File: config.mk
export PLATFORM = sky130hd
export DESIGN_NAME = masked_a2b_table_conversion
export DESIGN_NICKNAME = d
export VERILOG_FILES = /design/src/ma2b_pkg.sv /design/src/ma2b_front.sv /design/src/ma2b_queue.sv /design/src/ma2b_chunk_pipe.sv /design/src/masked_a2b_table_conversion.sv
export VERILOG_INCLUDE_DIRS = /design/src /design/src/src
export SDC_FILE = /design/constraint.sdc
export NUM_CORES = 1
export LEC_CHECK = 0
export BUFFER_PORTS_ARGS = -buffer_cell sky130_fd_sc_hd__buf_4
export CAP_MARGIN = 5
export CORE_MARGIN = 2
export CORE_UTILIZATION = 50
export CTS_CLUSTER_DIAMETER = 40
export DETAILED_ROUTE_END_ITERATION = 7
export GPL_ROUTABILITY_DRIVEN = 0
export PLACE_DENSITY = 0.67
export REMOVE_ABC_BUFFERS = 1
export SKIP_LAST_GASP = 1
export SYNTH_ARGS = -nofsm -noshare
export SYNTH_HDL_FRONTEND = slang
export SYNTH_SLANG_ARGS = --single-unit
File: constraint.sdc
create_clock -name clk -period 13.94 [get_ports clk]
set_clock_uncertainty 0.15 [all_clocks]
set_input_delay 2.091 -clock clk [delete_from_list [all_inputs] [get_ports clk]]
set_output_delay 2.091 -clock clk [all_outputs]
set_load 0.02 [all_outputs]
File: src/masked_a2b_table_conversion_defines.svh
// Assertion macros for the arithmetic-to-Boolean conversion block.
`ifndef MASKED_A2B_TABLE_CONVERSION_DEFINES_SVH
`define MASKED_A2B_TABLE_CONVERSION_DEFINES_SVH

`ifndef SYNTHESIS

`define MA2B_ASSERT(label, ck, rn, expr) \
  label: assert property (@(posedge ck) disable iff (!(rn)) (expr)) \
    else $error("ma2b assertion failed");

`define MA2B_ASSERT_IMPLY(label, ck, rn, pre, post) \
  label: assert property (@(posedge ck) disable iff (!(rn)) (pre) |-> (post)) \
    else $error("ma2b implication failed");

`else

`define MA2B_ASSERT(label, ck, rn, expr)

`define MA2B_ASSERT_IMPLY(label, ck, rn, pre, post)

`endif

`endif

File: src/ma2b_pkg.sv
package ma2b_pkg;

  localparam int WORD_W      = 32;
  localparam int IN_MASK_W   = 4;
  localparam int MAX_CHUNK_W = 8;
  localparam int Q_DEPTH     = 2;
  localparam int Q_PTR_W     = 1;

  typedef logic [WORD_W-1:0]      word_t;
  typedef logic [MAX_CHUNK_W-1:0] cmask_t;

  typedef struct packed {
    word_t  a;
    word_t  rmask;
    cmask_t r;
    logic   rho;
    word_t  gamma;
  } item_t;

  typedef struct packed {
    item_t item;
    word_t b;
  } stage_t;

  typedef struct packed {
    logic can_push;
    logic head_vld;
  } q_stat_t;

  function automatic word_t full_mask(input int total);
    word_t m;
    if (total >= WORD_W) begin
      m = '1;
    end else begin
      m = (word_t'(1) << total) - word_t'(1);
    end
    return m;
  endfunction

  function automatic word_t replicate(input cmask_t v, input int cw, input int n);
    word_t acc;
    acc = '0;
    for (int i = 0; i < WORD_W; i++) begin
      for (int j = 0; j < MAX_CHUNK_W; j++) begin
        if (j < cw && i < n && (i * cw + j) < WORD_W) begin
          acc[i*cw+j] = v[j];
        end
      end
    end
    return acc;
  endfunction

endpackage

File: src/ma2b_front.sv
module ma2b_front #(
  parameter int CHUNK_BITS = 4,
  parameter int CHUNKS     = 8
) (
  input  logic                         clk,
  input  logic                         rst_n,
  input  logic                         start,
  output logic                         busy,
  input  logic [31:0]                  in_arith_share,
  input  logic [31:0]                  in_arith_mask,
  input  logic [3:0]                   in_chunk_mask,
  input  logic                         in_carry_mask_bit,
  input  logic [31:0]                  in_gamma_word,
  input  ma2b_pkg::q_stat_t            q_stat,
  output logic                         push,
  output ma2b_pkg::item_t              push_item
);

  localparam int TOTAL = CHUNK_BITS * CHUNKS;
  localparam ma2b_pkg::word_t FULL = ma2b_pkg::full_mask(TOTAL);
  localparam ma2b_pkg::word_t GAMMA_K =
    (ma2b_pkg::replicate(ma2b_pkg::cmask_t'(1), CHUNK_BITS, CHUNKS) -
     ma2b_pkg::word_t'(1)) & FULL;
  localparam ma2b_pkg::cmask_t R_MASK =
    ma2b_pkg::cmask_t'((9'd1 << CHUNK_BITS) - 9'd1);

  logic                   accept;
  logic                   f_vld_r;
  logic                   f_vld_nxt;
  ma2b_pkg::word_t        a_m;
  ma2b_pkg::word_t        g_m;
  ma2b_pkg::cmask_t       r_cut;
  ma2b_pkg::word_t        rrr;
  ma2b_pkg::word_t        prod;
  ma2b_pkg::word_t        f_diff_r;
  ma2b_pkg::word_t        f_bg_r;
  ma2b_pkg::word_t        f_rmask_r;
  ma2b_pkg::cmask_t       f_r_r;
  logic                   f_rho_r;
  ma2b_pkg::word_t        f_gamma_r;

  assign busy   = ~rst_n | (f_vld_r & ~q_stat.can_push);
  assign accept = start & ~busy;
  assign push   = f_vld_r & q_stat.can_push;

  always_comb begin
    a_m   = in_arith_share & FULL;
    g_m   = in_gamma_word & FULL;
    r_cut = {{(ma2b_pkg::MAX_CHUNK_W-ma2b_pkg::IN_MASK_W){1'b0}}, in_chunk_mask} & R_MASK;
    rrr   = ma2b_pkg::replicate(r_cut, CHUNK_BITS, CHUNKS) & FULL;
    prod  = g_m * GAMMA_K;
  end

  always_comb begin
    f_vld_nxt = accept | (f_vld_r & ~push);
  end

  always_ff @(posedge clk) begin
    if (!rst_n) begin
      f_vld_r <= 1'b0;
    end else begin
      f_vld_r <= f_vld_nxt;
    end
  end

  always_ff @(posedge clk) begin
    if (accept) begin
      f_diff_r  <= (a_m - rrr) & FULL;
      f_bg_r    <= prod & FULL;
      f_rmask_r <= in_arith_mask & FULL;
      f_r_r     <= r_cut;
      f_rho_r   <= in_carry_mask_bit;
      f_gamma_r <= g_m;
    end
  end

  always_comb begin
    push_item.a     = (f_diff_r - f_bg_r) & FULL;
    push_item.rmask = f_rmask_r;
    push_item.r     = f_r_r;
    push_item.rho   = f_rho_r;
    push_item.gamma = f_gamma_r;
  end

endmodule

File: src/ma2b_queue.sv
module ma2b_queue (
  input  logic              clk,
  input  logic              rst_n,
  input  logic              push,
  input  ma2b_pkg::item_t   push_item,
  output ma2b_pkg::q_stat_t q_stat,
  output ma2b_pkg::item_t   head_item
);

  ma2b_pkg::item_t            mem_r [ma2b_pkg::Q_DEPTH];
  logic [ma2b_pkg::Q_PTR_W-1:0] wr_ptr_r;
  logic [ma2b_pkg::Q_PTR_W-1:0] rd_ptr_r;
  logic [ma2b_pkg::Q_PTR_W:0]   cnt_r;
  logic [ma2b_pkg::Q_PTR_W:0]   cnt_nxt;
  logic                         full;
  logic                         empty;
  logic                         pop;
  logic                         wr;

  assign full  = (cnt_r == (ma2b_pkg::Q_PTR_W+1)'(ma2b_pkg::Q_DEPTH));
  assign empty = (cnt_r == '0);
  // back end takes the head every cycle it is there
  assign pop   = ~empty;
  assign wr    = push & (~full | pop);

  assign q_stat.can_push = ~full | pop;
  assign q_stat.head_vld = ~empty;
  assign head_item       = mem_r[rd_ptr_r];

  always_comb begin
    cnt_nxt = cnt_r;
    if (wr && !pop) begin
      cnt_nxt = cnt_r + 1'b1;
    end else if (!wr && pop) begin
      cnt_nxt = cnt_r - 1'b1;
    end
  end

  always_ff @(posedge clk) begin
    if (!rst_n) begin
      wr_ptr_r <= '0;
      rd_ptr_r <= '0;
      cnt_r    <= '0;
    end else begin
      cnt_r <= cnt_nxt;
      if (wr) begin
        wr_ptr_r <= wr_ptr_r + 1'b1;
      end
      if (pop) begin
        rd_ptr_r <= rd_ptr_r + 1'b1;
      end
    end
  end

  always_ff @(posedge clk) begin
    if (wr) begin
      mem_r[wr_ptr_r] <= push_item;
    end
  end

endmodule

File: src/ma2b_chunk_pipe.sv
module ma2b_chunk_pipe #(
  parameter int CHUNK_BITS = 4,
  parameter int CHUNKS     = 8
) (
  input  logic              clk,
  input  logic              rst_n,
  input  ma2b_pkg::q_stat_t q_stat,
  input  ma2b_pkg::item_t   head_item,
  output logic              out_strobe,
  output logic [31:0]       out_bool_share
);

  localparam int TOTAL = CHUNK_BITS * CHUNKS;
  localparam ma2b_pkg::word_t FULL = ma2b_pkg::full_mask(TOTAL);

  ma2b_pkg::stage_t stg_in   [CHUNKS];
  ma2b_pkg::stage_t stg_nxt  [CHUNKS];
  ma2b_pkg::stage_t pipe_r   [CHUNKS];
  logic             vld_r    [CHUNKS];
  logic             out_strobe_r;
  ma2b_pkg::word_t  out_share_r;
  ma2b_pkg::word_t  rrr_last;

  for (genvar i = 0; i < CHUNKS; i++) begin : g_chunk
    logic [CHUNK_BITS-1:0] rl;
    logic [CHUNK_BITS-1:0] rr;
    logic [CHUNK_BITS-1:0] al;
    logic [CHUNK_BITS-1:0] bi;
    logic [CHUNK_BITS:0]   low;
    logic [CHUNK_BITS:0]   look;
    logic                  beta;
    logic [1:0]            inc;

    if (i == 0) begin : g_head
      assign stg_in[i] = {head_item, {ma2b_pkg::WORD_W{1'b0}}};
    end else begin : g_link
      assign stg_in[i] = pipe_r[i-1];
    end

    always_comb begin
      rl   = stg_in[i].item.rmask[CHUNK_BITS-1:0];
      rr   = stg_in[i].item.r[CHUNK_BITS-1:0];
      low  = {1'b0, stg_in[i].item.a[CHUNK_BITS-1:0]} + {1'b0, rl};
      al   = low[CHUNK_BITS-1:0];
      look = ({1'b0, al} + {1'b0, rr}) ^ {stg_in[i].item.rho, rr};
      beta = look[CHUNK_BITS];
      bi   = look[CHUNK_BITS-1:0] ^ rl;
      inc  = {1'b0, low[CHUNK_BITS]} + {1'b0, beta ^ stg_in[i].item.rho};

      stg_nxt[i] = stg_in[i];
      stg_nxt[i].item.a = (stg_in[i].item.a >> CHUNK_BITS) + stg_in[i].item.gamma +
                          {{(ma2b_pkg::WORD_W-2){1'b0}}, inc};
      stg_nxt[i].item.rmask = stg_in[i].item.rmask >> CHUNK_BITS;
      stg_nxt[i].b[i*CHUNK_BITS +: CHUNK_BITS] = bi;
    end

    always_ff @(posedge clk) begin
      if (!rst_n) begin
        vld_r[i] <= 1'b0;
      end else if (i == 0) begin
        vld_r[i] <= q_stat.head_vld;
      end else begin
        vld_r[i] <= vld_r[(i == 0) ? 0 : i-1];
      end
    end

    always_ff @(posedge clk) begin
      pipe_r[i] <= stg_nxt[i];
    end
  end

  assign rrr_last = ma2b_pkg::replicate(pipe_r[CHUNKS-1].item.r, CHUNK_BITS, CHUNKS) & FULL;

  always_ff @(posedge clk) begin
    if (!rst_n) begin
      out_strobe_r <= 1'b0;
    end else begin
      out_strobe_r <= vld_r[CHUNKS-1];
    end
  end

  always_ff @(posedge clk) begin
    out_share_r <= (pipe_r[CHUNKS-1].b ^ rrr_last) & FULL;
  end

  assign out_strobe     = out_strobe_r;
  assign out_bool_share = out_share_r;

endmodule

File: src/masked_a2b_table_conversion.sv
// A request is registered in the front end at the edge that accepts it, then passes the queue
// write, one chunk stage per chunk and the output register before its result strobes.
// Throughput: one request per cycle; the chunk pipeline advances every cycle.
// busy stays low in operation since the receiver cannot stall the result strobe.
// Reset: synchronous, active low; clears valids and queue pointers, busy is high meanwhile.
`include "masked_a2b_table_conversion_defines.svh"

module masked_a2b_table_conversion #(
  parameter int CHUNK_BITS = 4,
  parameter int CHUNKS     = 8
) (
  input  logic        clk,
  input  logic        rst_n,
  input  logic        start,
  output logic        busy,
  input  logic [31:0] in_arith_share,
  input  logic [31:0] in_arith_mask,
  input  logic [3:0]  in_chunk_mask,
  input  logic        in_carry_mask_bit,
  input  logic [31:0] in_gamma_word,
  output logic        out_strobe,
  output logic [31:0] out_bool_share
);

  localparam ma2b_pkg::word_t FULL = ma2b_pkg::full_mask(CHUNK_BITS * CHUNKS);

  ma2b_pkg::q_stat_t q_stat;
  ma2b_pkg::item_t   push_item;
  ma2b_pkg::item_t   head_item;
  logic              q_push;

  ma2b_front #(
    .CHUNK_BITS(CHUNK_BITS),
    .CHUNKS    (CHUNKS)
  ) u_front (
    .clk              (clk),
    .rst_n            (rst_n),
    .start            (start),
    .busy             (busy),
    .in_arith_share   (in_arith_share),
    .in_arith_mask    (in_arith_mask),
    .in_chunk_mask    (in_chunk_mask),
    .in_carry_mask_bit(in_carry_mask_bit),
    .in_gamma_word    (in_gamma_word),
    .q_stat           (q_stat),
    .push             (q_push),
    .push_item        (push_item)
  );

  ma2b_queue u_queue (
    .clk      (clk),
    .rst_n    (rst_n),
    .push     (q_push),
    .push_item(push_item),
    .q_stat   (q_stat),
    .head_item(head_item)
  );

  ma2b_chunk_pipe #(
    .CHUNK_BITS(CHUNK_BITS),
    .CHUNKS    (CHUNKS)
  ) u_pipe (
    .clk           (clk),
    .rst_n         (rst_n),
    .q_stat        (q_stat),
    .head_item     (head_item),
    .out_strobe    (out_strobe),
    .out_bool_share(out_bool_share)
  );

  `MA2B_ASSERT_IMPLY(a_push_has_room, clk, rst_n, q_push, q_stat.can_push)
  `MA2B_ASSERT(a_never_busy, clk, rst_n, !busy)
  `MA2B_ASSERT_IMPLY(a_high_bits_zero, clk, rst_n, out_strobe, (out_bool_share & ~FULL) == '0)

endmodule
==> results of run 1 <==
logic make-up after synthesis:
family,Yosys count
buffers and inverters,239
AOI/OAI and AO/OA,478
and+or+nand+nor,345
adders and majority gates,486
DFF,833
xor gates and xnor gates,300
muxes,97
through the flow:
stage	power (mW)	hold slack, ns	utilization [%]	area (sq um)	setup slack (ns)
5_1_grt	12.3	0.157	58.6	41800	7.24
6_report	11.4	0.154	58.6	41800	7.64
3_3_place_gp	8.64	0.160	53.5	38200	7.05
4_1_cts	11.5	0.152	58.6	41800	7.56
2_1_floorplan	7.64	0.160	-	35900	7.43
3_5_place_dp	8.81	0.162	53.5	38200	7.06
state kept, by name (all words and copies together), names as in the netlist, named ones only:
register               flops
u_pipe.vld_r               8
u_queue.wr_ptr_r           1
u_queue.mem_r            190
u_pipe.out_strobe          1
u_front.f_gamma_r         28
u_queue.cnt_r              2
u_pipe.pipe_r            477
u_front.f_r_r              4
u_front.f_diff_r          32
u_front.f_vld_r            1
u_queue.rd_ptr_r           1
u_front.f_rmask_r         31
u_pipe.out_bool_share     32
u_front.f_bg_r            24
Yosys cell counts (18+ instances only):
| library cell | number | area, sq um |
|---|---|---|
| nor3_1 | 33 | 165 |
| xor2_1 | 91 | 797 |
| ha_1 | 407 | 5090 |
| o21bai_1 | 25 | 188 |
| edfxtp_1 | 309 | 9280 |
| fa_1 | 79 | 1580 |
| and3_1 | 21 | 131 |
| nand2_1 | 65 | 244 |
| xnor2_1 | 209 | 1830 |
| and2_1 | 21 | 131 |
| dfxtp_1 | 524 | 10500 |
| inv_1 | 218 | 818 |
| or3_1 | 18 | 113 |
| mux2_2 | 92 | 1040 |
| o21ai_0 | 49 | 245 |
| clkbuf_1 | 20 | 75.1 |
| o21a_1 | 22 | 165 |
| nand3_1 | 30 | 150 |
| nor2b_1 | 24 | 150 |
| a21oi_1 | 163 | 816 |
| nor2_1 | 85 | 319 |
| a21o_1 | 81 | 608 |
routing by layer:
metal	up-vias	share of wire, %	global-route usage, %
met5	-	0	0
met1	9967	42	21.0
met4	0	3.8	8.47
met2	412	51	31.6
li1	10300	-	-
met3	157	3.8	2.92
layout make-up:
type | instances | area (sq um)
clock buffer | 135 | 2970
clock inverter | 63 | 676
fill | 5668 | 29500
inverter | 218 | 818
multi-input combinational | 1706 | 15400
sequential | 833 | 19800
tap | 950 | 1190
timing repair buffer | 136 | 1020
where the power goes:
part / leakage (nW) / internal (mW) / switching (mW) / total (mW)
clock network: 1.76 / 1.58 / 1.07 / 2.65
logic: 9.07 / 2.39 / 2.67 / 5.06
registers: 7.28 / 3.40 / 0.295 / 3.69
total: 18.1 / 7.37 / 4.04 / 11.4
final timing paths:
| check | end | start | depth (start not counted) | slack (ns) |
|---|---|---|---|---|
| setup / recovery | u_front.f_bg_r[31]$_DFFE_PP_ | in_gamma_word[1] | 15 | 7.64 |
| hold / removal | u_pipe.pipe_r[0][221]$_DFF_P_ | u_pipe.pipe_r[0][92]$_DFF_P_ | 0 | 0.15 |
| hold reg to reg | u_pipe.pipe_r[0][221]$_DFF_P_ | u_pipe.pipe_r[0][92]$_DFF_P_ | 0 | 0.15 |
| setup reg to reg | u_pipe.pipe_r[0][125]$_DFF_P_ | flop | 19 | 7.70 |
placed cells by master, fill, tap and decap left out, types with 23 or more instances in the layout:
master,netlist,final
a21o_1,81,81
edfxtp_1,309,309
fa_1,79,79
o21bai_1,25,25
nor2b_1,24,23
nor2_1,85,85
nand3_1,30,30
a21oi_1,163,163
ha_1,407,407
inv_1,218,218
mux2_2,92,92
nor3_1,33,33
clkbuf_16,0,109
o21ai_0,49,49
buf_4,0,136
dfxtp_1,524,523
nand2_1,65,65
xnor2_1,209,209
xor2_1,91,91
worst max-delay path, delay by kind of cell:
kind	cells	cell delay, ns
compound gates	3	0.64
simple gates	2	0.55
fa+ha+maj	6	2.78
xor+xnor	1	0.13
buf+inv	3	0.33
==> results.json, run 1 <==
{
  "cts_sinks": 833,
  "cts_hold_buf": 0,
  "die_x_um": 272,
  "wl_per_cell_um": 16.0,
  "grt_usage_pct": 17.8,
  "via_per_inst": 5.16,
  "critPathMaxStageDelay_ns": 0.59,
  "crit_chain": "buf_4 -> ha_1 -> fa_1 -> inv_1 -> fa_1 -> fa_1 -> inv_1 -> fa_1 -> ha_1 -> or3_1 -> nor3_1 -> o211ai_1 -> a31o_1 -> a21oi_1 -> xnor2_1",
  "post_cts_resized": 0,
  "drv_cap": 0,
  "dp_hpwl_mm": 48.7,
  "synth_compound_area_share_pct": 8.98,
  "row_count": 98,
  "min_path_type": "reg2reg",
  "dr.pass1.iters": 6,
  "p_per_area_nw_per_um2": 273,
  "synth_seq_cells": 833,
  "seq_area_frac_synth_pct": 54.9,
  "drv_slew": 0,
  "yosys.area_share.simple_pct": 4.82,
  "port-buffer-count": 131,
  "drt_iter0_markers": 1083,
  "setup_tns_ns": 0,
  "synthAdderAreaFrac_pct": 18.5,
  "synth_cell_types": 79,
  "timing.final.crit_period_ns": 6.30,
  "cts_setup_buffers": 0,
  "arrival_ns": 6.53,
  "yosys_warnings": 0,
  "run_status": "complete, no violations",
  "fin_cells": 4041,
  "tritoncts": "built",
  "rsz0062_at_grt": "false",
  "die_area_sq_um": 74200,
  "cts_root_buf": "clkbuf_16",
  "grt_max_degree": 77,
  "cts_max_path_buffers": 3,
  "setup_viol": 0,
  "core_area_sq_um": 71400,
  "die_h_um": 272,
  "synthFlopType": "dfxtp_1",
  "yosys.area_share.xor_xnor_pct": 7.29,
  "path_max_fanout": 3,
  "vias": 20800,
  "htree_levels": 3,
  "numCtsBuffers": 106,
  "drive_gt1_share_pct": 14.6,
  "placed_cells": 3843,
  "cpMostUsedCell": "fa_1",
  "cpMaxStageDelayCell": "fa_1",
  "fin_nets": 3591,
  "startpoint_type": "primary input",
  "hold_violations": 0,
  "synth-edff-count": 309,
  "avgSynthCellArea_sq_um": 13.0,
  "grt.overflow.total": 0,
  "crit_type": "in2reg",
  "antenna_found_initial": 0,
  "pin_count": 138,
  "netlist_area_sq_um": 36000,
  "final_antenna_net_count": 0,
  "syn2layout_area_growth_pct": 16.1,
  "clkSlewWorstSetupHoldPaths_ns": 0.06,
  "finalCritPeriodShare_pct": 45.2,
  "drt-total-wl_mm": 64.8,
  "start_util_pct": 50.5,
  "drc": 0,
  "yosys-mux-area-fraction_pct": 3.01,
  "worstMarginPinSlew_ns": 0.950,
  "critPathCaptureType": "flop",
  "leakagePower_nw": 18.1,
  "grt_pass1_vias": 21700,
  "clk_latency_ns": 0.69,
  "relSlewSlack_pct": 36.6,
  "synth_top_family_by_area": "adder cells",
  "worst_ep_required_time_ns": 14.17,
  "vdd_ir_drop_max_uv": 155,
  "async_reset_ff_share_pct": 0,
  "syn_inst": 2778,
  "grt_pass1_wl_mm": 107,
  "diodes": 0,
  "timing.fmax_ghz": 0.159
}
Note: power is estimated with default switching activity, not from simulation.
==> inputs of run 2 (changes only) <==
--- a/config.mk
+++ b/config.mk
@@ -6,6 +6,7 @@
 export SDC_FILE = /design/constraint.sdc
 export NUM_CORES = 1
 export LEC_CHECK = 0
+export ABC_AREA = 1
 export BUFFER_PORTS_ARGS = -buffer_cell sky130_fd_sc_hd__buf_4
 export CAP_MARGIN = 5
 export CORE_MARGIN = 2
==> constraint.sdc (replaced) <==
create_clock -name clk -period 6.3 [get_ports clk]
set_clock_uncertainty 0.15 [all_clocks]
set_input_delay 0.945 -clock clk [delete_from_list [all_inputs] [get_ports clk]]
set_output_delay 0.945 -clock clk [all_outputs]
set_load 0.02 [all_outputs]
==> run 2 against run 1 <==
Net effect: routed wire length rose by 29%; die area is 8.4% higher; clock power up 130%; global-route usage up 3.1 points; largest cell class unchanged.
==> results.json, run 2 <==
{
  "run_status": "complete, no violations",
  "synth.top_cell.area_share_pct": 26.8,
  "reg_top3": "u_pipe.pipe_r: 477 flops, u_queue.mem_r: 190 flops",
  "clk_latency_ns": 0.71,
  "arrival_ns": 5.31,
  "die_area_sq_um": 80500,
  "hold_violations": 0,
  "reg2regPathDepth": 15,
  "drv_slew": 0,
  "grt_pass1_wl_mm": 134,
  "antenna_found_initial": 1,
  "critPathCaptureType": "flop",
  "final_cell_mix": "nand2_1, dfxtp_1, inv_1",
  "setup_viol": 0,
  "synth_cell_types": 45,
  "row_count": 102,
  "layout_setup_ws_ns": 1.25,
  "p_per_area_nw_per_um2": 606,
  "post_cts_resized": 0,
  "clkSlewWorstSetupHoldPaths_ns": 0.06,
  "syn_inst": 3891,
  "async_reset_ff_share_pct": 0,
  "dr.pass1.iters": 5,
  "min_to": "u_pipe.pipe_r[1][267]$_DFF_P_",
  "path_max_fanout": 5,
  "grt_max_degree": 63,
  "synth_seq_cells": 833,
  "via_per_inst": 5.01,
  "leakagePower_nw": 21.4,
  "grt_pass1_vias": 26600,
  "drc": 0,
  "netlist_area_sq_um": 39100,
  "vias": 26300,
  "cts_root_buf": "clkbuf_16",
  "cts_max_path_buffers": 3,
  "dp_hpwl_mm": 65.5,
  "drv_cap": 0,
  "worst_ep_required_time_ns": 6.56,
  "whs_ns": 0.142,
  "synth-edff-count": 309,
  "final_antenna_net_count": 0,
  "start_util_pct": 50.5,
  "drt_iter0_markers": 1146,
  "grt_usage_pct": 20.9,
  "crit_chain": "buf_4 -> ha_1 -> inv_1 -> fa_1 -> fa_1 -> inv_1 -> fa_1 -> fa_1 -> fa_1 -> ha_1 -> nand2_1 -> nor2_1 -> nand2_1 -> nor2_1 -> nand2_1 -> nand3_1 -> inv_1 -> nand2_1 -> nand2_1",
  "pin_count": 138,
  "finalCritPeriodShare_pct": 80.1,
  "seq_area_frac_synth_pct": 50.5,
  "yosys_warnings": 0,
  "avgSynthCellArea_sq_um": 10.1,
  "rrSetupSlack_ns": 1.50,
  "vdd_ir_drop_max_uv": 373,
  "synthFlopType": "dfxtp_1",
  "critPathMaxStageDelay_ns": 0.54,
  "core_area_sq_um": 77500,
  "largest_reg_flops": 477,
  "port-buffer-count": 131,
  "fillers": 6605,
  "setup_tns_ns": 0,
  "numCtsBuffers": 103,
  "timing.final.crit_period_ns": 5.05,
  "synth_area_leader_cell": "dfxtp_1",
  "fin_nets": 4706,
  "grt.overflow.total": 0,
  "path_buf_inv": 4,
  "placed_cell_area_sq_um": 41400,
  "cpMaxStageDelayCell": "fa_1",
  "drt-total-wl_mm": 83.6,
  "rsz0062_at_grt": "false",
  "htree_levels": 3,
  "tritoncts": "built",
  "die_h_um": 284,
  "syn2layout_area_growth_pct": 15.2,
  "die_x_um": 284,
  "drive_gt1_share_pct": 10.5,
  "min_path_type": "reg2reg",
  "yosysMostFrequentCell": "nand2_1",
  "place_ws_ns": 0.568,
  "cts_hold_buf": 0,
  "timing.rr.end": "u_pipe.pipe_r[0][125]$_DFF_P_",
  "relSlewSlack_pct": 40.9,
  "cts_sinks": 833,
  "startpoint_type": "primary input",
  "crit_type": "in2reg",
  "worstMarginPinSlew_ns": 0.886,
  "cts_setup_buffers": 0,
  "power_mw": 27.3,
  "wl_per_cell_um": 15.9,
  "synth_common_cells": "nand2_1, dfxtp_1, inv_1",
  "timing.fmax_ghz": 0.198,
  "final_area_sq_um": 45100,
  "min_path_cells": 0,
  "synthTopCellsByArea": "dfxtp_1, edfxtp_1, ha_1, nand2_1, inv_1",
  "regMostFlops": "u_pipe.pipe_r",
  "final_common_cell": "nand2_1",
  "path_depth": 19,
  "hp-start": "u_pipe.pipe_r[1][134]$_DFF_P_",
  "crit_family": "adder cells"
}
-- run 2: layer usage --
| metal | wire length (um) | track usage, % |
|---|---|---|
| met3 | 3480 | 2.85 |
| met4 | 4230 | 10.9 |
| met1 | 34400 | 24.4 |
| met2 | 41500 | 37.5 |
| met5 | 0 | 0 |
-- run 2: worst max-delay path by stage --
| stage | start | to | slack, ns |
|---|---|---|---|
| 3_5_place_dp | in_gamma_word[2] | u_front.f_bg_r[31]$_DFFE_PP_ | 0.57 |
| 6_report | in_gamma_word[2] | u_front.f_bg_r[31]$_DFFE_PP_ | 1.25 |
| 5_1_grt | in_gamma_word[1] | u_front.f_bg_r[30]$_DFFE_PP_ | 0.98 |
| 4_1_cts | in_gamma_word[2] | u_front.f_bg_r[31]$_DFFE_PP_ | 1.27 |
| 3_3_place_gp | in_gamma_word[1] | u_front.f_bg_r[31]$_DFFE_PP_ | 0.60 |
| 2_1_floorplan | flop | u_pipe.pipe_r[0][117]$_DFF_P_ | 0.58 |
-- run 2: cells by family (layout without fill, tap and decap cells) --
kind of cell | count (synthesis) | in the layout | synth area share, %
AO/OA/AOI/OAI | 324 | 324 | 4.44
XOR/XNOR | 241 | 241 | 5.40
adder cells (fa/ha/maj) | 486 | 486 | 17.1
buffers and inverters | 542 | 855 | 5.28
flip-flops | 833 | 833 | 50.5
multiplexers | 89 | 89 | 2.56
other | 0 | 1 | 0
AND/OR/NAND/NOR | 1376 | 1376 | 14.7
-- run 2: layout make-up --
type                            instances  area (sq um)  share of cell area [%]
Clock buffer                          131          2900                    6.43
Inverter                              525          1980                    4.38
Antenna cell                            1          2.50                 0.00555
Tap cell                             1040          1300                    2.89
Timing Repair Buffer                  137          1030                    2.28
Clock inverter                         62           808                    1.79
Multi-Input combinational cell       2516         17300                    38.4
Sequential cell                       833         19800                    43.9
-- run 2: through the flow --
stage / std cells / utilization (%)
after detailed placement: 5051 / 53.4
after CTS: 5244 / 58.2
after floorplan: 3874 / -
after global routing: 5244 / 58.2
after global placement: 5051 / 53.4
final: 5245 / 58.2
-- run 2: power by group --
part           internal [mW]  total, mW  switching [mW]
logic                   5.14       12.9            7.78
clock network           3.61       6.03            2.42
registers               7.58       8.37           0.790
